--- src/ppp_pkg.sv ---
// ----------------------------------------------------------------------------
// ppp_pkg: shared types and constants of the photon/ADC packet parser
// Holds the field widths, header bit positions, register indexes, the
// result and configuration structs and a saturating increment helper.
// ----------------------------------------------------------------------------
package ppp_pkg;

  localparam int unsigned NumPhotonChDef = 4;
  localparam int unsigned NumAdcChDef    = 4;
  localparam int unsigned WrapBitsDef    = 31;

  localparam int unsigned WordW    = 16;
  localparam int unsigned PktWords = 6;
  localparam int unsigned PhaseW   = 3;
  localparam int unsigned SrcW     = 5;
  localparam int unsigned ChW      = 2;
  localparam int unsigned MacroW   = 17;
  localparam int unsigned MacroLoW = 14;
  localparam int unsigned MacroHiW = MacroW - MacroLoW;
  localparam int unsigned TimeW    = 48;
  localparam int unsigned MicroW   = 15;
  localparam int unsigned CountW   = 32;
  localparam int unsigned CapW     = 25;
  localparam int unsigned AdcIdxW  = 3;
  localparam int unsigned AmpLanes = 4;

  // Header and word bit positions.
  localparam int unsigned HdrConvBit  = 3;
  localparam int unsigned HdrStartBit = 6;
  localparam int unsigned HdrOvflBit  = 7;
  localparam int unsigned AdcMarkBit  = 14;

  localparam logic [SrcW-1:0]   AdcSrc       = 5'd4;
  localparam logic [PhaseW-1:0] PhotonLenRaw = 3'd2;
  localparam logic [PhaseW-1:0] PhotonLenCnv = 3'd3;

  // Configuration port.
  localparam int unsigned CfgIdxW  = 3;
  localparam int unsigned CfgDataW = 32;
  localparam logic [CfgIdxW-1:0] CfgThreshold = 3'd0;
  localparam logic [CfgIdxW-1:0] CfgCapacity  = 3'd1;
  localparam logic [CfgIdxW-1:0] CfgAdcIdx0   = 3'd2;
  localparam logic [CfgIdxW-1:0] CfgAdcIdx1   = 3'd3;
  localparam logic [CfgIdxW-1:0] CfgAdcIdx2   = 3'd4;
  localparam logic [CfgIdxW-1:0] CfgAdcIdx3   = 3'd5;

  localparam logic [CountW-1:0] ThresholdRst = 32'hFFFF_FFFF;
  localparam logic [CapW-1:0]   CapacityRst  = 25'd65536;

  typedef enum logic [1:0] {
    KindStored  = 2'd0,
    KindBeyond  = 2'd1,
    KindDiscard = 2'd2,
    KindAdc     = 2'd3
  } event_kind_e;

  typedef struct packed {
    logic [CountW-1:0]                 threshold;
    logic [CapW-1:0]                   capacity;
    logic [AmpLanes-1:0][AdcIdxW-1:0]  adc_idx;
  } cfg_t;

  typedef struct packed {
    logic                              done;
    logic [PktWords-1:0][WordW-1:0]    words;
  } frame_t;

  typedef struct packed {
    event_kind_e                       kind;
    logic [ChW-1:0]                    channel;
    logic [TimeW-1:0]                  time_tag;
    logic [MicroW-1:0]                 micro_time;
    logic                              micro_valid;
    logic [CountW-1:0]                 event_count;
    logic [AmpLanes-1:0][WordW-1:0]    amp;
  } result_t;

  function automatic logic [CountW-1:0] sat_inc(input logic [CountW-1:0] v);
    return (&v) ? v : v + CountW'(1);
  endfunction

endpackage

--- src/ppp_out_buf.sv ---
// ----------------------------------------------------------------------------
// ppp_out_buf: two-entry output buffer
// An output register and a skid register, so that a new event can be taken
// in while the previous one still waits on the sink.
// ----------------------------------------------------------------------------
module ppp_out_buf
  import ppp_pkg::*;
(
  input  logic    clk_i,
  input  logic    rst_ni,
  input  logic    push_i,
  input  result_t result_i,
  output logic    space_o,
  input  logic    out_ready_i,
  output logic    out_valid_o,
  output result_t out_result_o
);

  logic    out_v_q, out_v_d;
  logic    skid_v_q, skid_v_d;
  result_t out_q, out_d;
  result_t skid_q, skid_d;
  logic    pop;

  always_comb begin
    pop      = out_v_q && out_ready_i;
    out_v_d  = out_v_q;
    skid_v_d = skid_v_q;
    out_d    = out_q;
    skid_d   = skid_q;
    if (pop) begin
      if (skid_v_q) begin
        out_d    = skid_q;
        skid_v_d = 1'b0;
      end else if (push_i) begin
        out_d = result_i;
      end else begin
        out_v_d = 1'b0;
      end
    end else if (push_i) begin
      if (!out_v_q) begin
        out_d   = result_i;
        out_v_d = 1'b1;
      end else begin
        skid_d   = result_i;
        skid_v_d = 1'b1;
      end
    end
  end

  always_ff @(posedge clk_i or negedge rst_ni) begin
    if (!rst_ni) begin
      out_v_q  <= 1'b0;
      skid_v_q <= 1'b0;
    end else begin
      out_v_q  <= out_v_d;
      skid_v_q <= skid_v_d;
    end
  end

  always_ff @(posedge clk_i) begin
    out_q  <= out_d;
    skid_q <= skid_d;
  end

  assign space_o      = !skid_v_q;
  assign out_valid_o  = out_v_q;
  assign out_result_o = out_q;

endmodule

--- config.mk ---
export PLATFORM = sky130hd
export DESIGN_NAME = ppp_out_buf
export DESIGN_NICKNAME = d
export VERILOG_FILES = /design/src/ppp_pkg.sv /design/src/ppp_out_buf.sv
export SDC_FILE = /design/constraint.sdc
export NUM_CORES = 1
export LEC_CHECK = 0
export BUFFER_PORTS_ARGS = -buffer_cell sky130_fd_sc_hd__buf_2
export CAP_MARGIN = 5
export CORE_ASPECT_RATIO = 0.9
export CORE_UTILIZATION = 53
export CTS_CLUSTER_DIAMETER = 60
export DETAILED_ROUTE_END_ITERATION = 7
export HOLD_SLACK_MARGIN = 0.08
export PLACE_DENSITY = 0.82
export SYNTH_ARGS = -nofsm -noshare
export SYNTH_HDL_FRONTEND = slang
export SYNTH_SLANG_ARGS = --single-unit
--- constraint.sdc ---
create_clock -name clk_i -period 11.83 [get_ports clk_i]
set_clock_uncertainty 0.05 [all_clocks]
set_input_delay 3.549 -clock clk_i [delete_from_list [all_inputs] [get_ports clk_i]]
set_output_delay 3.549 -clock clk_i [all_outputs]
set_load 0.01 [all_outputs]
; ---- Word-level counts from Yosys, hierarchy flattened
; Index checks and enable logic that the tools add are counted.
[totals]
wordCells = 47
output_inout_bits = 166
inputBits = 168
register_bits = 330
[classes]
n_eq_ne = 3
bitwise = 1
mux = 12
n_reduce_logical = 9
[op_table]
columns = op, count
row1 = 2-to-1 mux 164 bit, 5
row2 = AND reduction 3 bit, 3
row3 = 2-to-1 mux 1 bit, 7
row4 = nonzero test 2 bit, 3
row5 = "!= test 2 bit, second input constant", 2
row6 = "!= test 2 x 1 -> 1 bit, second input constant", 1
row7 = AND reduction 2 bit, 1
row8 = logical AND 1 bit, 1
row9 = zero test 1 bit, 1
row10 = inverter 1 bit, 1

; ---- Longest topological paths before layout
[depth]
word_depth = 3
depth_mapped = 4
ltp_nobuf = 2

; ---- Worst setup path after synthesis
; Ideal clock, no wire load.
[synth_path]
path_type = input -> register
from = in push_i
to = reg out_q, in the netlist out_result_o[0] (enable)
setup_time_ns = 0.743
path_slack_ns = -0.465
n_path_buf = 0
arrival_ns = 11.501
t_required_ns = 11.037
path_stages = 2
cell_sequence = a21oi_1 a21oi_1
[synth_via]
elab_chain_len = 2
word_cells_on_any_way = 3
classes_between = reduce/logical: 3
[synth_lines]
columns = element, line_no
row1 = "start, declared", ppp_out_buf.sv:11  ; input logic push_i,
row2 = nonzero test 2 bit (no line), --
row3 = AND reduction 3 bit (no line) *, --
row4 = "end signal, assigned", ppp_out_buf.sv:62  ; out_q <= out_d;
row5 = "end, declared", ppp_out_buf.sv:21  ; result_t out_q, out_d;
; Every way passes the cells marked *; elsewhere a longest branch is shown, timed or not.
; A chain may end at the register's enable or synchronous reset.

==> summary.md <==
| Metric | Value |
|---|---|
| R2R Path End | `out_result_o[101]` |
| Drt total wl | `24300 um` |
| Final Instance Area | `0.0156 mm2` |
| TritonRoute pass-1 iters | `4` |
| Max-cap violations | `0` |
| CP Cell Sequence | `buf_2 > nand3_4 > buf_4 > mux2_4` |
| Mean post-synth cell area | `24.2 um2` |
| Dpl hpwl | `16200 um` |
| Worst Setup Start Kind | `input port` |
| Synth Area in Simple Gates | `0.179%` |
| Xor/xnor share of the synthesized area | `0%` |
| Mux cell area share after synthesis | `19.4%` |
| DP Area | `0.0145 mm2` |
| Hold path cells | `1` |
| Crit Reg-Reg Startpoint | `out_valid_o` |
| Total CTS buffers | `35` |
| Critical Path AT | `5.92 ns` |
| Post-route DRC violation count | `0` |
| CTS Root Cell | `clkbuf_16` |
| Clock Path Buffers | `3` |
| Fin nets | `1048` |
| Total Die Area | `0.0244 mm2` |
| H-tree Lvls | `2` |
| Slew Limit Fails | `0` |
| TNS Setup | `0 ns` |
| Main combinational cell family by area after synthesis | `multiplexers` |
| WS Path Type | `input port to register` |
| IO Port Bufs | `333` |
| Antenna violations before repair | `4` |
| Pre-CTS setup slack | `5.59 ns` |
| Sequential share of the synthesized area | `78.5%` |
| Final RePlAce weighted congestion | `0.745` |
| Post-DR vias/cell | `5.15` |
| Starting Density | `54.0%` |
| Via count | `6218` |
| Setup bufs post-CTS | `0` |
| Yosys warns | `0` |
| Status | `completed` |
| Die Width | `165 um` |
| LEAKAGE | `6.52 nW` |
| Layout cells sized above 1 | `60.9%` |
| Worst Setup End Kind | `register` |
| PwrDens | `178 mW/mm2` |
| PnR worst setup slack | `6.09 ns` |
| Global-route wire length before repair | `35600 um` |
| P&R area growth vs syn | `23.9%` |
| Worst reg2reg setup slack | `8.72 ns` |
| Clock Sinks | `330` |
| Hold endpoint | `out_result_o[77]` |
| ANT nets after route | `0` |
| HP Start | `skid_q[77]` |
| Drt wl/cell | `20.1 um` |
| Worst-path clk slew | `0.06 ns` |
| Core box area | `0.0233 mm2` |
| # IOs | `334` |
| Vias in the first global route | `6271` |
| Final min period | `5.74 ns` |
| Critical path's largest stage delay | `0.96 ns` |
| Yosys reg bits | `330` |
| Max frequency | `0.174 GHz` |
| Reg2Reg Depth | `3` |
| CTS-repair resized insts | `0` |
| Core Rows | `53` |
| Adder-cell share of the synthesized area | `0%` |
| CTS Hold Bufs | `0` |
| Number of library cell types mapped by synthesis | `11` |
| RSZ-0062 raised after global routing | `false` |
| Iter 0 DRT Violations | `422` |
| Synth Area in Compound Gates | `0.218%` |
| Req. time, crit path | `12.01 ns` |
| Max_slew headroom | `22.1%` |
| Largest net degree at the start of global routing | `79` |
| Clk_lat worst skew | `0.49 ns` |
| All-Layer GR Usage | `19.4%` |
| Worst VDD drop | `142 uV` |
| Finish-stage setup viols | `0` |
| GR Overflow Total | `0` |
| Mapped Cells | `522` |
| Final period util | `48.5%` |
| Fill cell count | `1542` |
| CP Max Fanout | `61` |
| Mapped Nets | `690` |
| Commonest non-fill, non-tap cells in the layout | `buf_2 (333), edfxtp_1 (328), mux2_4 (160)` |
| TritonCTS clock tree | `built` |
| Final hold violations | `0` |
| Syn Std Cell Area | `0.0126 mm2` |
| Worst hold path type | `register to register` |
| CP max-delay cell | `buf_4` |
| Worst Tran Pin Value | `1.17 ns` |
| Die Height | `148 um` |
| Commonest non-fill, non-tap cell in the layout | `buf_2` |
[layer usage]
layer | track usage, % | wire length [um] | part of all wire (%) | vias to the layer above
met2 | 29.7 | 11400 | 47 | 288
met3 | 7.53 | 2550 | 11 | 47
li1 | - | - | - | 2811
met4 | 6.15 | 492 | 2.0 | 2
met5 | 0 | 13 | 0.054 | -
met1 | 25.6 | 9830 | 41 | 3070
[how the worst max path moves through the flow]
stage	from	end	slack, ns	cells after the start
after floorplan	out_ready_i	out_result_o[0]	3.25	2
after global placement	out_ready_i	out_result_o[26]	5.65	4
after detailed placement	out_ready_i	out_result_o[94]	5.59	4
after CTS	out_ready_i	out_result_o[101]	6.10	4
after global routing	out_ready_i	out_result_o[94]	6.00	4
final	out_ready_i	out_result_o[101]	6.09	4
[stage by stage]
step | total power, mW | utilization (%) | hold slack, ns | cells
2_1_floorplan | 1.64 | - | 0.475 | 522
3_3_place_gp | 1.74 | 62.2 | 0.478 | 1145
3_5_place_dp | 1.75 | 62.2 | 0.483 | 1145
6_report | 2.77 | 66.9 | 0.495 | 1207
4_1_cts | 2.80 | 66.9 | 0.495 | 1203
5_1_grt | 2.87 | 66.9 | 0.503 | 1206
[cell families (layout without fill, tap and decap cells)]
kind of cell / count (synthesis) / after routing
compound gates: 5 / 5
buf+inv: 20 / 399
flops: 330 / 330
mux: 164 / 164
other cells: 0 / 4
simple gates: 3 / 3
[report_power, final]
part | total [mW] | internal (mW) | switching (mW) | leakage, nW
registers | 1.42 | 1.40 | 0.0235 | 3.12
logic | 0.303 | 0.147 | 0.156 | 2.86
clock network | 1.05 | 0.634 | 0.412 | 0.530
total | 2.77 | 2.18 | 0.591 | 6.52
[synthesized netlist by cell type]
| cell type | n | area share [%] |
|---|---|---|
| and3_1 | 1 | 0.050 |
| buf_6 | 18 | 1.6 |
| nand3_2 | 1 | 0.079 |
| inv_1 | 2 | 0.060 |
| edfxtp_1 | 328 | 78 |
| a21o_1 | 1 | 0.060 |
| mux2_2 | 4 | 0.36 |
| nand2b_1 | 1 | 0.050 |
| dfrtp_1 | 2 | 0.40 |
| a21oi_1 | 4 | 0.16 |
| mux2_4 | 160 | 19 |
[final cells by class]
| type | count | area (um2) | area share [%] |
|---|---|---|---|
| sequential | 330 | 9900 | 63.4 |
| multi-input combinational | 172 | 2520 | 16.1 |
| timing repair buffer | 339 | 1710 | 11.0 |
| clock inverter | 11 | 128 | 0.817 |
| clock buffer | 47 | 963 | 6.17 |
| antenna | 4 | 10.0 | 0.0641 |
| tap | 302 | 378 | 2.42 |
| inverter | 2 | 7.51 | 0.0481 |
[sequential cells by signal, summed over array words and instances, names as in the netlist]
register / cells
out_result_o: 164
out_valid_o: 1
skid_q: 164
skid_v_q: 1
[worst max-delay path, delay by kind of cell]
family                 cells  cell delay, ns
and+or+nand+nor            1            0.76
muxes                      1            0.37
buffers and inverters      2            1.10
(Power assumes the default switching activity.)
