===== config.mk =====
export PLATFORM = sky130hd
export DESIGN_NAME = ppp_framer
export DESIGN_NICKNAME = d
export VERILOG_FILES = /design/src/ppp_pkg.sv /design/src/ppp_framer.sv
export SDC_FILE = /design/constraint.sdc
export NUM_CORES = 1
export LEC_CHECK = 0
export BUFFER_PORTS_ARGS = -buffer_cell sky130_fd_sc_hd__buf_2
export CAP_MARGIN = 20
export CELL_PAD_IN_SITES_DETAIL_PLACEMENT = 1
export CELL_PAD_IN_SITES_GLOBAL_PLACEMENT = 2
export CORE_UTILIZATION = 36
export CTS_CLUSTER_SIZE = 8
export DETAILED_ROUTE_END_ITERATION = 8
export PLACE_DENSITY = 0.86
export SLEW_MARGIN = 25
export SYNTH_ARGS = -nofsm -noshare
export SYNTH_HDL_FRONTEND = slang
export SYNTH_SLANG_ARGS = --single-unit

===== constraint.sdc =====
create_clock -name clk_i -period 3.4 [get_ports clk_i]
set_clock_uncertainty 0.15 [all_clocks]
set_input_delay 0.85 -clock clk_i [delete_from_list [all_inputs] [get_ports clk_i]]
set_output_delay 0.85 -clock clk_i [all_outputs]
set_load 0.05 [all_outputs]

===== src/ppp_pkg.sv =====
// ----------------------------------------------------------------------------
// ppp_pkg: shared types and constants of the photon/ADC packet parser
// Holds the field widths, header bit positions, register indexes, the
// result and configuration structs and a saturating increment helper.
// ----------------------------------------------------------------------------
package ppp_pkg;

  localparam int unsigned NumPhotonChDef = 4;
  localparam int unsigned NumAdcChDef    = 4;
  localparam int unsigned WrapBitsDef    = 31;

  localparam int unsigned WordW    = 16;
  localparam int unsigned PktWords = 6;
  localparam int unsigned PhaseW   = 3;
  localparam int unsigned SrcW     = 5;
  localparam int unsigned ChW      = 2;
  localparam int unsigned MacroW   = 17;
  localparam int unsigned MacroLoW = 14;
  localparam int unsigned MacroHiW = MacroW - MacroLoW;
  localparam int unsigned TimeW    = 48;
  localparam int unsigned MicroW   = 15;
  localparam int unsigned CountW   = 32;
  localparam int unsigned CapW     = 25;
  localparam int unsigned AdcIdxW  = 3;
  localparam int unsigned AmpLanes = 4;

  // Header and word bit positions.
  localparam int unsigned HdrConvBit  = 3;
  localparam int unsigned HdrStartBit = 6;
  localparam int unsigned HdrOvflBit  = 7;
  localparam int unsigned AdcMarkBit  = 14;

  localparam logic [SrcW-1:0]   AdcSrc       = 5'd4;
  localparam logic [PhaseW-1:0] PhotonLenRaw = 3'd2;
  localparam logic [PhaseW-1:0] PhotonLenCnv = 3'd3;

  // Configuration port.
  localparam int unsigned CfgIdxW  = 3;
  localparam int unsigned CfgDataW = 32;
  localparam logic [CfgIdxW-1:0] CfgThreshold = 3'd0;
  localparam logic [CfgIdxW-1:0] CfgCapacity  = 3'd1;
  localparam logic [CfgIdxW-1:0] CfgAdcIdx0   = 3'd2;
  localparam logic [CfgIdxW-1:0] CfgAdcIdx1   = 3'd3;
  localparam logic [CfgIdxW-1:0] CfgAdcIdx2   = 3'd4;
  localparam logic [CfgIdxW-1:0] CfgAdcIdx3   = 3'd5;

  localparam logic [CountW-1:0] ThresholdRst = 32'hFFFF_FFFF;
  localparam logic [CapW-1:0]   CapacityRst  = 25'd65536;

  typedef enum logic [1:0] {
    KindStored  = 2'd0,
    KindBeyond  = 2'd1,
    KindDiscard = 2'd2,
    KindAdc     = 2'd3
  } event_kind_e;

  typedef struct packed {
    logic [CountW-1:0]                 threshold;
    logic [CapW-1:0]                   capacity;
    logic [AmpLanes-1:0][AdcIdxW-1:0]  adc_idx;
  } cfg_t;

  typedef struct packed {
    logic                              done;
    logic [PktWords-1:0][WordW-1:0]    words;
  } frame_t;

  typedef struct packed {
    event_kind_e                       kind;
    logic [ChW-1:0]                    channel;
    logic [TimeW-1:0]                  time_tag;
    logic [MicroW-1:0]                 micro_time;
    logic                              micro_valid;
    logic [CountW-1:0]                 event_count;
    logic [AmpLanes-1:0][WordW-1:0]    amp;
  } result_t;

  function automatic logic [CountW-1:0] sat_inc(input logic [CountW-1:0] v);
    return (&v) ? v : v + CountW'(1);
  endfunction

endpackage


===== src/ppp_framer.sv =====
// ----------------------------------------------------------------------------
// ppp_framer: packet framing of the stream words
// Tracks the word position inside the current packet, keeps the words seen
// so far and flags the word that completes a packet.
// ----------------------------------------------------------------------------
module ppp_framer
  import ppp_pkg::*;
#(
  parameter int unsigned NUM_PHOTON_CH = NumPhotonChDef
) (
  input  logic             clk_i,
  input  logic             rst_ni,
  input  logic             data_i,
  input  logic             clear_i,
  input  logic [WordW-1:0] word_i,
  input  logic             chunk_end_i,
  output frame_t           frame_o
);

  logic [PhaseW-1:0] phase_q, phase_d;
  logic [WordW-1:0]  words_q [PktWords];

  logic              hdr_is_adc;
  logic              take_hdr;
  logic [SrcW-1:0]   src;
  logic              src_ok;
  logic [PhaseW-1:0] phase_inc;
  logic [PhaseW-1:0] pkt_len;
  logic              done;

  always_comb begin
    hdr_is_adc = (words_q[0][WordW-1 -: SrcW] == AdcSrc);
    src        = word_i[WordW-1 -: SrcW];
    src_ok     = (src < SrcW'(NUM_PHOTON_CH)) || (src == AdcSrc);
    // The second word of an ADC packet must carry its marker bit; if it
    // does not, the stream has slipped and the word is a new header.
    take_hdr   = (phase_q == '0) || (phase_q > PhaseW'(PktWords - 1)) ||
                 (hdr_is_adc && (phase_q == PhaseW'(1)) && !word_i[AdcMarkBit]);
    phase_inc  = phase_q + PhaseW'(1);
    pkt_len    = hdr_is_adc ? PhaseW'(PktWords) :
                 (words_q[0][HdrConvBit] ? PhotonLenCnv : PhotonLenRaw);
    done       = !take_hdr && (phase_inc == pkt_len);

    phase_d = phase_q;
    if (clear_i) begin
      phase_d = '0;
    end else if (data_i) begin
      if (take_hdr) begin
        phase_d = src_ok ? PhaseW'(1) : '0;
      end else if (done) begin
        phase_d = '0;
      end else begin
        phase_d = phase_inc;
      end
      if (chunk_end_i) begin
        phase_d = '0;
      end
    end
  end

  always_ff @(posedge clk_i or negedge rst_ni) begin
    if (!rst_ni) begin
      phase_q <= '0;
    end else begin
      phase_q <= phase_d;
    end
  end

  always_ff @(posedge clk_i) begin
    for (int i = 0; i < PktWords; i++) begin
      if (data_i && ((take_hdr && src_ok && (i == 0)) ||
                     (!take_hdr && (phase_q == PhaseW'(i))))) begin
        words_q[i] <= word_i;
      end
    end
  end

  // The completing word is taken straight from the input.
  always_comb begin
    frame_o.done = data_i && done;
    for (int i = 0; i < PktWords; i++) begin
      frame_o.words[i] = (!take_hdr && (phase_q == PhaseW'(i))) ? word_i : words_q[i];
    end
  end

endmodule


# Word-level counts from Yosys, hierarchy flattened
# Memory sizes are Yosys's and may differ from the RTL's.
# Cells that the tools add are included.
[classes]
addsub = 1
multipliers = 0
div = 0
n_lt_le_gt_ge = 2
eq_ne = 8
shift = 0
mux = 41
bitwise = 0
n_reduce_logical = 30
[ops]
columns = ["cell", "n"]
rows = [
  ["$mux W16", 11],
  ["$reduce_or A16 Y1", 5],
  ["$mux W3", 11],
  ["$mux W1", 19],
  ["$logic_and A1 B1 Y1", 17],
  ["$eq A5 B3 Y1 const B", 2],
  ["$eq A3 B2 Y1 const B", 2],
  ["$eq A3 B3 Y1 const B", 2],
  ["$lt A5 B3 Y1 const B", 1],
  ["$logic_or A1 B1 Y1", 4],
  ["$add A3 B1 Y3 const B", 1],
  ["$eq A3 B1 Y1 const B", 1],
  ["$eq A3 B3 Y1", 1],
  ["$gt A3 B3 Y1 const B", 1],
  ["$logic_not A3 Y1", 1],
  ["$logic_not A1 Y1", 2],
  ["$reduce_bool A2 Y1", 1],
]
[totals]
register_bits = 3
latchBits = 0
mem_bits_rw = 96
rom_bits = 0
input_bits = 21
out_inout_bits = 97
memories = 1
[mem_list]
columns = ["memory", "words", "word_bits", "rd", "rd_clocked_by_memory_dff", "write_ports", "line", "text"]
rows = [
  ["words_q", 6, 16, 6, 0, 1, "ppp_framer.sv:21", "logic [WordW-1:0] words_q [PktWords];"],
]

# Logic depth before layout (Yosys ltp)
[logic_depth]
ltp_word = 15
depth_mapped = 8
mapped_depth_nobuf = 7

# Worst setup path after synthesis
# OpenSTA, ideal clock, no wires.
[synth_timing]
path_type = "reg2out"
from = "memory words_q[0][11]"
to = "output frame_o[46] (netlist name)"
arrival_time_ps = 2590
required_ps = 2400
setup_slack_ps = -190
path_stages_with_launch = 6
path_buffers = 1
path_cell_list = "edfxtp_1 or4_4 nor3_4 a21boi_2 buf_6 o21ai_0"
[synth_rtl]
columns = ["element", "line", "text"]
rows = [
  ["start, declared", "ppp_framer.sv:21", ""],
  ["end, declared", "ppp_framer.sv:17", "output frame_t frame_o"],
]

==> results.py <==
metrics = {
    "setup_path": {
        "critPathTopFamily": "simple AND/OR/NAND/NOR gates",
        "cp_max_fo": 8,
        "worst-path-stages": 7,
        "timing.critical_path.from_type": "flop",
        "cp.arrival_ps": 2410,
        "worstPathCellList": "or4_4, nor3_4, a31oi_4, buf_12, nand2_8, mux2_4, buf_6",
        "reg2reg_depth": 7,
        "crit_type": "flop to primary output",
        "critical_path_buf_inv_count": 2,
        "critPathCaptureType": "primary output",
        "slowest_stage": "or4_4",
        "cpPeakStageDelay_ps": 570,
        "cp_data_required_time_ps": 2400,
    },
    "cells_and_area": {
        "fin_area_sq_um": 5886,
        "insertedDiodeCount": 0,
        "area_delta_synth_final_pct": 36.23,
        "utilization_pct": 50.89,
        "drive_gt1_share_pct": 65.12,
        "layout.nets": 410,
    },
    "floorplan": {
        "start_util_pct": 37.36,
        "num_io_pins": 118,
        "core_sq_um": 11560,
        "dieArea_sq_um": 12440,
        "row_count": 39,
        "die_h_um": 111.6,
        "dieWidth_um": 111.6,
    },
    "cts": {
        "htreeDepth": 3,
        "clock_path_buffers": 2,
        "cts-hold-fix-buffers": 0,
        "worstSkewPairLatency_ps": 330,
        "path_clk_slew_ps": 60,
        "cts_tree": "yes",
        "clockRootBuffer": "clkbuf_16",
        "cts_buffers": 9,
        "clkSinkCount": 99,
    },
    "global_route": {
        "grt-ovfl-total": 0,
        "grt_util_all_layers_pct": 19.62,
        "grt_pass1_wl_um": 17820,
        "grt_pass1_vias": 2894,
        "grt_max_degree": 18,
        "antenna_found_initial": 0,
    },
    "yosys": {
        "synth_compound_area_share_pct": 1.998,
        "synth_fp_nets": 279,
        "synthTopCellsByArea": "edfxtp_1 67%, mux2_2 18%, mux2_1 2.6%",
        "ys_seq_area_share_pct": 68.46,
        "ys.flop_type": "edfxtp_1",
        "synthXorXnorAreaFrac_pct": 0.2027,
        "yosysWarnings": 0,
        "synthArstFlopShare_pct": 3.030,
        "synth_top_family_by_area": "multiplexers",
        "syn_inst": 253,
        "synth_top_area_share_pct": 66.72,
        "yosys.area_share.simple_pct": 4.054,
        "yosysMostFrequentCell": "edfxtp_1",
        "netlist_top_cells_count": "96 x edfxtp_1, 69 x mux2_2, 19 x clkbuf_1",
        "synth_edf_count": 96,
        "synth.avg_cell_area_sq_um": 17.08,
        "synthMuxAreaShare_pct": 20.82,
        "syn_area_sq_um": 4320,
        "synth-seq-cells": 99,
        "synth_largest_area_cell": "edfxtp_1",
        "yosysUniqueCellTypes": 29,
        "synth_fa_ha_area_share_pct": 1.448,
    },
    "sta": {
        "rsz0062_at_grt": "yes",
        "setup_ws_ps": -8.311,
        "drv_slew": 0,
        "hold_violations": 0,
        "max_slew_margin_pct": 54.91,
        "whs_ps": 153.3,
        "min_period_over_period_pct": 100.2,
        "post-route-min-period_ps": 3408,
        "worst_pin_slew_ps": 676.3,
        "fmax_ghz": 0.2934,
        "setup_violations": 9,
    },
    "power_and_ir_drop": {
        "max-vdd-ir-drop_mv": 0.2644,
        "powerDensity_nw_per_um2": 419.8,
        "p_leak_nw": 2.249,
        "p_total_w": 0.002471,
    },
    "drt": {
        "vias": 2664,
        "wl_um": 11870,
        "firstDrtPassIters": 6,
        "drc_errors": 5,
        "vias_per_cell": 5.026,
        "ant_nets": 0,
        "initialDrtViolationCount": 108,
        "wl_per_cell_um": 22.39,
    },
    "place": {
        "placed_area_sq_um": 5124,
        "place.gp.congestion": 0.7982,
        "hpwl_um": 7378,
        "port-buffer-count": 117,
        "dp_worst_setup_slack_ps": 76.60,
    },
    "job": {
        "cap_viol_max_count": 0,
    },
    "hold_path": {
        "hold_path_class": "input pin to async pin",
    },
    "outcome": {
        "failed_checks": "DRC, setup timing",
        "status": "finished, violations left",
    },
}
## worst reg2reg max path, stage by stage, from the launching register on
cell and delay (ps):
dfrtp_2 460, inv_2 110, ha_4 190, o21bai_2 150, and3_1 210, buf_4 220
and2_1 500, buf_4 310
## per-layer routing
layer / wire [um] / share of wire [%] / vias up / track usage [%]
li1: - / - / 1214 / -
met1: 5117 / 43 / 1375 / 25.01
met2: 6120 / 52 / 63 / 33.46
met3: 471 / 4.0 / 12 / 5.008
met4: 157 / 1.3 / 0 / 4.775
met5: 0 / 0 / - / 0
## cells by family (layout without fill, tap and decap cells)
| logic type | count (synthesis) | in the layout |
|---|---|---|
| compound gates | 10 | 10 |
| xor+xnor | 1 | 1 |
| fa+ha+maj | 5 | 5 |
| buf+inv | 30 | 162 |
| flops | 99 | 99 |
| mux | 80 | 80 |
| simple gates | 28 | 30 |
## sequential cells by signal, summed over array words and instances, names as in the netlist
signal and flops:
words_q 96, phase_q 3
## through the flow
stage | TNS (ps) | cells
finish | -48.21 | 530
global route | -2386 | 530
CTS | -896.4 | 527
detailed placement | 0 | 507
global placement | 0 | 507
floorplan | 0 | 253
## where the power goes
group,switching [W],internal (W),total [W]
clock network,0.000410,0.000632,0.00104
registers,0.00000200,0.00134,0.00134
logic,0.0000633,0.0000213,0.0000845
## cells in the final DEF (no fill, tap or decap), types with 2 or more instances in the layout
cell       netlist  final
o31ai_1          3      3
nor2_1           7      5
nor3b_2          0      2
bufinv_16        0      2
inv_1            7      6
clkbuf_16        0      9
buf_2            2     69
and2_1           2      2
and3_1           2      2
mux2_4           0     17
nor2_2           0      2
ha_1             5      3
buf_4            0     37
nand2_1          8      7
dfrtp_2          0      2
nand2_8          0      3
mux2_2          69     62
edfxtp_1        96     96
buf_6            2     34
clkinv_1         0      2
## final cells by class
| type | instances | area (sq um) |
|---|---|---|
| Clock buffer | 10 | 229.0 |
| Clock inverter | 4 | 67.56 |
| Fill cell | 1117 | 5679 |
| Inverter | 7 | 26.28 |
| Multi-Input combinational cell | 126 | 1398 |
| Sequential cell | 99 | 2960 |
| Tap cell | 143 | 178.9 |
| Timing Repair Buffer | 141 | 1026 |
## worst paths after layout
check,slack [ps],start,end
worst max-delay path,-8,words_q[0][11],frame_o[60]
worst min-delay path,150,rst_ni,phase_q[2]
worst max register to register,800,phase_q[1],words_q[4][9]
worst min register to register,510,phase_q[1],phase_q[1]
max in group asynchronous,2830,rst_ni,phase_q[1]
min in group clk_i,510,phase_q[1],phase_q[1]
## repair_timing
action | 4_1_cts | 5_1_grt
pin swaps | 3 | 2
cloned | 2 | 0
setup endpoints to repair | 54 | 50
gates resized for setup | 106 | 8
buffers inserted | 4 | 3
Power figures use the tool's default switching activity.
