--- config.mk ---
export PLATFORM = sky130hd
export DESIGN_NAME = ppp_event
export DESIGN_NICKNAME = d
export VERILOG_FILES = /design/src/ppp_pkg.sv /design/src/ppp_event.sv
export SDC_FILE = /design/constraint.sdc
export NUM_CORES = 1
export LEC_CHECK = 0
export BUFFER_PORTS_ARGS = -buffer_cell sky130_fd_sc_hd__buf_4
export CAP_MARGIN = 20
export CORE_MARGIN = 1
export CORE_UTILIZATION = 40
export DETAILED_ROUTE_END_ITERATION = 10
export GPL_TIMING_DRIVEN = 0
export HOLD_SLACK_MARGIN = 0.06
export SLEW_MARGIN = 20
export SYNTH_ARGS = -nofsm -noshare
export SYNTH_HDL_FRONTEND = slang
export SYNTH_SLANG_ARGS = --single-unit
--- constraint.sdc ---
create_clock -name clk_i -period 7 [get_ports clk_i]
set_input_delay 0.7 -clock clk_i [delete_from_list [all_inputs] [get_ports clk_i]]
set_output_delay 0.7 -clock clk_i [all_outputs]
set_load 0.02 [all_outputs]
--- src/ppp_pkg.sv ---
// ----------------------------------------------------------------------------
// ppp_pkg: shared types and constants of the photon/ADC packet parser
// Holds the field widths, header bit positions, register indexes, the
// result and configuration structs and a saturating increment helper.
// ----------------------------------------------------------------------------
package ppp_pkg;

  localparam int unsigned NumPhotonChDef = 4;
  localparam int unsigned NumAdcChDef    = 4;
  localparam int unsigned WrapBitsDef    = 31;

  localparam int unsigned WordW    = 16;
  localparam int unsigned PktWords = 6;
  localparam int unsigned PhaseW   = 3;
  localparam int unsigned SrcW     = 5;
  localparam int unsigned ChW      = 2;
  localparam int unsigned MacroW   = 17;
  localparam int unsigned MacroLoW = 14;
  localparam int unsigned MacroHiW = MacroW - MacroLoW;
  localparam int unsigned TimeW    = 48;
  localparam int unsigned MicroW   = 15;
  localparam int unsigned CountW   = 32;
  localparam int unsigned CapW     = 25;
  localparam int unsigned AdcIdxW  = 3;
  localparam int unsigned AmpLanes = 4;

  // Header and word bit positions.
  localparam int unsigned HdrConvBit  = 3;
  localparam int unsigned HdrStartBit = 6;
  localparam int unsigned HdrOvflBit  = 7;
  localparam int unsigned AdcMarkBit  = 14;

  localparam logic [SrcW-1:0]   AdcSrc       = 5'd4;
  localparam logic [PhaseW-1:0] PhotonLenRaw = 3'd2;
  localparam logic [PhaseW-1:0] PhotonLenCnv = 3'd3;

  // Configuration port.
  localparam int unsigned CfgIdxW  = 3;
  localparam int unsigned CfgDataW = 32;
  localparam logic [CfgIdxW-1:0] CfgThreshold = 3'd0;
  localparam logic [CfgIdxW-1:0] CfgCapacity  = 3'd1;
  localparam logic [CfgIdxW-1:0] CfgAdcIdx0   = 3'd2;
  localparam logic [CfgIdxW-1:0] CfgAdcIdx1   = 3'd3;
  localparam logic [CfgIdxW-1:0] CfgAdcIdx2   = 3'd4;
  localparam logic [CfgIdxW-1:0] CfgAdcIdx3   = 3'd5;

  localparam logic [CountW-1:0] ThresholdRst = 32'hFFFF_FFFF;
  localparam logic [CapW-1:0]   CapacityRst  = 25'd65536;

  typedef enum logic [1:0] {
    KindStored  = 2'd0,
    KindBeyond  = 2'd1,
    KindDiscard = 2'd2,
    KindAdc     = 2'd3
  } event_kind_e;

  typedef struct packed {
    logic [CountW-1:0]                 threshold;
    logic [CapW-1:0]                   capacity;
    logic [AmpLanes-1:0][AdcIdxW-1:0]  adc_idx;
  } cfg_t;

  typedef struct packed {
    logic                              done;
    logic [PktWords-1:0][WordW-1:0]    words;
  } frame_t;

  typedef struct packed {
    event_kind_e                       kind;
    logic [ChW-1:0]                    channel;
    logic [TimeW-1:0]                  time_tag;
    logic [MicroW-1:0]                 micro_time;
    logic                              micro_valid;
    logic [CountW-1:0]                 event_count;
    logic [AmpLanes-1:0][WordW-1:0]    amp;
  } result_t;

  function automatic logic [CountW-1:0] sat_inc(input logic [CountW-1:0] v);
    return (&v) ? v : v + CountW'(1);
  endfunction

endpackage

--- src/ppp_event.sv ---
// ----------------------------------------------------------------------------
// ppp_event: event builder of the photon/ADC packet parser
// Holds the wrap, photon and dropped counters; each completed ADC packet or
// start-flagged photon packet gives one event with extended time, count, amps.
// ----------------------------------------------------------------------------
module ppp_event
  import ppp_pkg::*;
#(
  parameter int unsigned NUM_PHOTON_CH = NumPhotonChDef,
  parameter int unsigned NUM_ADC_CH    = NumAdcChDef,
  parameter int unsigned WRAP_BITS     = WrapBitsDef
) (
  input  logic    clk_i,
  input  logic    rst_ni,
  input  logic    clear_i,
  input  frame_t  frame_i,
  input  cfg_t    cfg_i,
  output logic    push_o,
  output result_t result_o
);

  logic [CountW-1:0]    pcnt_q  [NUM_PHOTON_CH];
  logic [CountW-1:0]    dcnt_q  [NUM_PHOTON_CH];
  logic [WRAP_BITS-1:0] pwrap_q [NUM_PHOTON_CH];
  logic [WRAP_BITS-1:0] awrap_q;
  logic [MacroW-1:0]    last_macro_q;

  logic [WordW-1:0]     hdr;
  logic                 is_adc;
  logic [ChW-1:0]       ch;
  logic [MacroW-1:0]    macro;
  logic [CountW-1:0]    cnt, drop, cnt_new, drop_new;
  logic [WRAP_BITS-1:0] wrap, wrap_new, awrap_new;
  logic                 under, below_cap, start, wrap_step, adc_step;

  always_comb begin
    hdr    = frame_i.words[0];
    is_adc = (hdr[WordW-1 -: SrcW] == AdcSrc);
    ch     = hdr[WordW-SrcW +: ChW];
    macro  = {hdr[MacroHiW-1:0], frame_i.words[1][MacroLoW-1:0]};

    cnt  = '0;
    drop = '0;
    wrap = '0;
    for (int i = 0; i < NUM_PHOTON_CH; i++) begin
      if (ch == ChW'(i)) begin
        cnt  = pcnt_q[i];
        drop = dcnt_q[i];
        wrap = pwrap_q[i];
      end
    end

    under     = cnt < cfg_i.threshold;
    below_cap = cnt < CountW'(cfg_i.capacity);
    start     = hdr[HdrStartBit];
    // Below threshold, overflow marker with a zero macro advances the wrap counter.
    wrap_step = under && hdr[HdrOvflBit] && (macro == '0);
    wrap_new  = wrap + WRAP_BITS'(wrap_step);
    cnt_new   = sat_inc(cnt);
    drop_new  = sat_inc(drop);
    // ADC packets carry no overflow marker: a backward macro step is a wrap.
    adc_step  = macro < last_macro_q;
    awrap_new = awrap_q + WRAP_BITS'(adc_step);
  end

  always_comb begin
    result_o = '0;
    push_o   = 1'b0;
    if (is_adc) begin
      push_o            = frame_i.done;
      result_o.kind     = KindAdc;
      result_o.time_tag = TimeW'({awrap_new, macro});
      for (int c = 0; c < AmpLanes; c++) begin
        for (int k = 0; k < PktWords; k++) begin
          if ((c < NUM_ADC_CH) && (cfg_i.adc_idx[c] == AdcIdxW'(k))) begin
            result_o.amp[c] = frame_i.words[k];
          end
        end
      end
    end else if (under) begin
      push_o               = frame_i.done && start;
      result_o.kind        = below_cap ? KindStored : KindBeyond;
      result_o.channel     = ch;
      result_o.micro_valid = below_cap && hdr[HdrConvBit];
      result_o.micro_time  = result_o.micro_valid ? frame_i.words[2][MicroW-1:0] : '0;
      result_o.time_tag    = TimeW'({wrap_new, macro});
      result_o.event_count = cnt_new;
    end else begin
      push_o               = frame_i.done && start;
      result_o.kind        = KindDiscard;
      result_o.channel     = ch;
      result_o.event_count = drop_new;
    end
  end

  always_ff @(posedge clk_i or negedge rst_ni) begin
    if (!rst_ni) begin
      for (int i = 0; i < NUM_PHOTON_CH; i++) begin
        pcnt_q[i]  <= '0;
        dcnt_q[i]  <= '0;
        pwrap_q[i] <= '0;
      end
      awrap_q      <= '0;
      last_macro_q <= '0;
    end else if (clear_i) begin
      for (int i = 0; i < NUM_PHOTON_CH; i++) begin
        pcnt_q[i]  <= '0;
        dcnt_q[i]  <= '0;
        pwrap_q[i] <= '0;
      end
      awrap_q      <= '0;
      last_macro_q <= '0;
    end else if (frame_i.done) begin
      if (is_adc) begin
        awrap_q      <= awrap_new;
        last_macro_q <= macro;
      end else begin
        for (int i = 0; i < NUM_PHOTON_CH; i++) begin
          if (ch == ChW'(i)) begin
            if (under) begin
              pwrap_q[i] <= wrap_new;
              if (start) begin
                pcnt_q[i] <= cnt_new;
              end
            end else if (start) begin
              dcnt_q[i] <= drop_new;
            end
          end
        end
      end
    end
  end

endmodule

## Yosys cells after proc, flatten, opt, wreduce, memory -nomap -nowiden

Index checks and enable logic that the tools add are counted.

- Add/sub/neg operators: 4
- $mul: 0
- Div/mod/pow operators: 0
- $lt $le $gt $ge: 3
- Equality and inequality tests: 26
- Shifts and indexed selects: 0
- Mux-type cells: 81
- Bitwise gates (word level): 0
- Reductions and logical operators: 33

Operators with widths:

| cell | number |
|---|---|
| 128-bit 2-to-1 mux | 6 |
| 32-bit 2-to-1 mux | 23 |
| 16-bit 2-to-1 mux | 24 |
| 124-bit 2-to-1 mux | 3 |
| 31-bit 2-to-1 mux | 12 |
| 64-bit 2-to-1 mux | 2 |
| 48-bit 2-to-1 mux | 2 |
| 32-bit by 1-bit adder with 32-bit output (second input constant) | 2 |
| 32-bit AND reduction | 2 |
| 31-bit by 1-bit adder with 31-bit output | 2 |
| 17-bit 2-to-1 mux | 3 |
| 5-bit AND reduction | 8 |
| 32-bit by 25-bit less-than comparator with 1-bit output | 1 |
| 32-bit less-than comparator | 1 |
| 3-bit by 2-bit equality test with 1-bit output (second input constant) | 8 |
| 3-bit equality test (second input constant) | 8 |
| 17-bit zero test | 1 |
| 17-bit less-than comparator | 1 |
| 4-bit AND reduction | 4 |
| 2-bit nonzero test | 8 |
| 15-bit 2-to-1 mux | 1 |
| 3-bit by 1-bit equality test with 1-bit output (second input constant) | 4 |
| 3-bit zero test | 4 |
| 5-bit by 3-bit equality test with 1-bit output (second input constant) | 1 |
| other kinds (9) | 16 |

- Register bits: 428
- Latch bits: 0
- RAM bits: 0
- Memory bits (read-only): 0
- Input bits: 169
- Memories kept: 0

## Logic depth before layout (Yosys ltp)

- Depth in word-level cells: 14
- Depth in mapped cells: 24
- Mapped depth without buffers: 19

## Worst setup path after synthesis

Ideal clock, no wire load.

- Path kind: in2out
- Start point: input frame_i[11] (netlist bit)
- End point: output result_o[149] (netlist bit)
- Arrival time: 5.636 ns
- Required time: 6.300 ns
- Setup slack: 0.664 ns
- Stages: 23
- Buffers on the path: 7
- Cells stage by stage: buf_6 -> buf_12 -> buf_12 -> buf_8 -> buf_8 -> buf_8 -> mux4_2 -> ha_1 -> a211oi_1 -> nand3b_1 -> o2111a_2 -> o31ai_2 -> nand2_2 -> clkbuf_1 -> nor2_1 -> ha_1 -> ha_1 -> and2_1 -> or3b_2 -> nor2_4 -> nand4_1 -> xor2_1 -> o22ai_1

RTL lines:

| item | RTL line | source |
|---|---|---|
| start: declaration | ppp_event.sv:16 | `input frame_t frame_i,` |
| end: declaration | ppp_event.sv:19 | `output result_t result_o` |

==> impl_metrics.ini <==
[critical_path]
start_kind = input port
worstPathCellList = buf_4 -> buf_6 -> buf_6 -> buf_6 -> mux4_2 -> ha_1 -> a211oi_2 -> nand3b_1 -> o2111a_2 -> o31ai_4 -> nand2_4 -> buf_4 -> nor2_2 -> inv_1 -> clkbuf_1 -> o22ai_1 -> buf_4
crit_fanout = 28
crit_arrival_ps = 5950
crit_path_max_incr_delay_ps = 620
cpLargestDelayFamily = buffers and inverters
critPathBufInv = 8
criticalPathCategory = input port to output pin
cp.required_ps = 6300
crit_path_end_kind = output pin
critPathSlowestCell = o22ai_1

[clock_network]
root_buffer = clkbuf_16
cts_sinks = 428
clkLatencyLatePin_ps = 610
cts_tree = built
htreeDepth = 2
cts_made_buffers = 49
cts.clk_slew.worst_paths_ps = 60
cts_max_path_buffers = 3

[placed_design]
place_area_sq_um = 31500
gp_congestion = 0.998
port_buffers = 320
place_ws_ps = -1060
dp_hpwl_microns = 77300

[logic_synthesis]
synth-simple-area-share = 0.205
ys_seq_area_frac = 0.386
syn-num-nets = 3172
synth-compound-area-share = 0.0968
synth_area_per_cell_sq_um = 9.49
synth_edf_count = 0
synth-adder-area-share = 0.0347
synth_top_area_cell = dfrtp_1
synth_xor_area_frac = 0.0388
synth.distinct_cells = 78
ys_seq_elements = 428
async_reset_ff_frac = 1.00
netlist_instances = 2926
synthMuxAreaShare = 0.193
yosys_warnings = 0
synthTopCellsByArea = dfrtp_1 (39%), mux4_2 (11%), nor2_1 (7.9%)
synth_flop_cell = dfrtp_1
synth_top_family_by_area = simple AND/OR/NAND/NOR gates
syn_area_sq_um = 27800
synth_top_cell_area_share = 0.386

[floorplan]
dieArea_sq_um = 70500
die_height_microns = 265
die_w_microns = 265
io_pins = 334
fp.coreArea_sq_um = 68600
rows = 96
start_util = 0.405

[power]
powerDensity_nw_per_um2 = 183
p_leak_nw = 14.9
p_total_w = 0.00608
peakVddDrop_v = 0.000127

[timing]
fin_crit_sh = 0.950
tightest_slew_ps = 1240
drv_slew = 0
fmax_ghz = 0.150
fin_ws_ps = 349
max_slew_margin = 0.170
rsz0062_at_grt = false
finalHoldViolCount = 0
fin_worst_skew_ps = 22.2
setup_viol = 0
fin_crit_ps = 6650

[layout]
fin_util = 0.486
n_fill_cell = 6470
nets = 3560
area_delta_synth_final_pct = 20.1
multi_input_area_sq_um = 15800
finalInstanceArea_sq_um = 33300
drive_gt1_frac = 0.227
register_area_sq_um = 10700

[global_routing]
antenna_found_initial = 2
grt-ovfl-total = 0
track_usage = 0.291
grt_pass1_wl_microns = 155000
grt_pass1_vias = 24400
grt_max_degree = 92

[route]
drc = 0
initialDrtViolationCount = 2645
ant_nets = 0
via_count = 25200
vias_per_cell = 5.87
wire_per_inst_microns = 24.3
routed_wl_microns = 104000
firstDrtPassIters = 7

[run_status]
status = finished, final reports clean

[worst_hold_path]
hp-class = input port to flop

[run]
maxCapViolCount = 0
worst min-delay path: cells and delay by family:
family	cells	cell delay, ps
buffers and inverters	1	150
and+or+nand+nor	1	60
AOI/OAI and AO/OA	1	50
synth_stat cells (all sizes together) (59+ instances only):
cell type  instances
nor2             593
clkbuf           146
nor3             172
xor2              63
o21ai             59
mux2             157
mux4             141
inv               87
nand2            274
xnor2             59
a21oi            128
dfrtp            428
a211oi            61
ha                77
worst paths after layout:
check	startpoint	depth (start not counted)	slack, ps	end
setup / recovery	frame_i[12]	17	350	result_o[82]
hold / removal	frame_i[26]	3	420	last_macro_q[10]
setup reg to reg	pcnt_q[95]	18	1680	pwrap_q[14]
hold reg to reg	pwrap_q[98]	2	480	pwrap_q[98]
max in group asynchronous	rst_ni	4	5130	awrap_q[4]
min in group asynchronous	rst_ni	2	630	pcnt_q[91]
where the power goes:
group / switching (W) / internal [W] / leakage (nW)
sequential: 0.0000110 / 0.00250 / 5.96
combinational: 0.000538 / 0.000332 / 8.08
clock: 0.00110 / 0.00160 / 0.837
logic make-up (layout without fill, tap and decap cells):
logic type	count (synthesis)	after routing
AOI/OAI and AO/OA	415	415
xor gates and xnor gates	122	122
adders and majority gates	77	77
buffers and inverters	285	712
DFF	428	428
muxes	331	331
other	0	1
and+or+nand+nor	1268	1268
sequential cells by signal (all words and copies together) (netlist names):
name          cells
pcnt_q          128
pwrap_q         124
last_macro_q     17
dcnt_q          128
awrap_q          31
through the flow:
stage | TNS, ps | hold WS, ps | cells
3_5_place_dp | -36940 | 467 | 4183
6_report | 0 | 417 | 4285
5_1_grt | 0 | 413 | 4284
2_1_floorplan | 0 | 404 | 2926
4_1_cts | 0 | 391 | 4277
3_3_place_gp | -38730 | 459 | 4177
area by class of cell:
class,instances,area share
Antenna cell,1,0.0000751
Buffer,194,0.0279
Clock buffer,73,0.0440
Clock inverter,17,0.00672
Inverter,88,0.00991
Multi-Input combinational cell,2213,0.475
Sequential cell,428,0.321
Tap cell,931,0.0350
Timing Repair Buffer,340,0.0799
placed cells by master, fill, tap and decap left out, drive strengths merged, types with 16 or more instances in the layout:
master  count
a211oi     61
nor3      172
nand3      48
mux4      141
nand4      39
buf       387
nand2     274
mux2      157
and2       43
o21ai      59
or3        18
o22ai      33
a22o       18
inv        90
ha         77
dfrtp     428
a22oi      46
xor2       63
clkbuf    219
and3       22
nor2      593
and4       16
a21oi     128
xnor2      59
mux2i      33
timing repair:
| action | 4_1_cts | 5_1_grt |
|---|---|---|
| resized for setup | 9 | 4 |
| buffers inserted | 4 | 9 |
| cloned | 0 | 0 |
| hold buffers | 1 | 0 |
| endpoints found under the setup margin | 36 | 18 |
| pin swaps | 4 | 4 |
| endpoints found under the hold margin | 13 | 0 |
metal layers:
layer  wire, microns  GRT usage  vias to the layer above
met1           44500      0.411                    12400
met5              27          0                        -
met2           47100      0.447                     1310
li1                -          -                    11200
met4            3440      0.100                        4
met3            9140     0.0555                      231
Note: power is estimated with default switching activity, not from simulation.
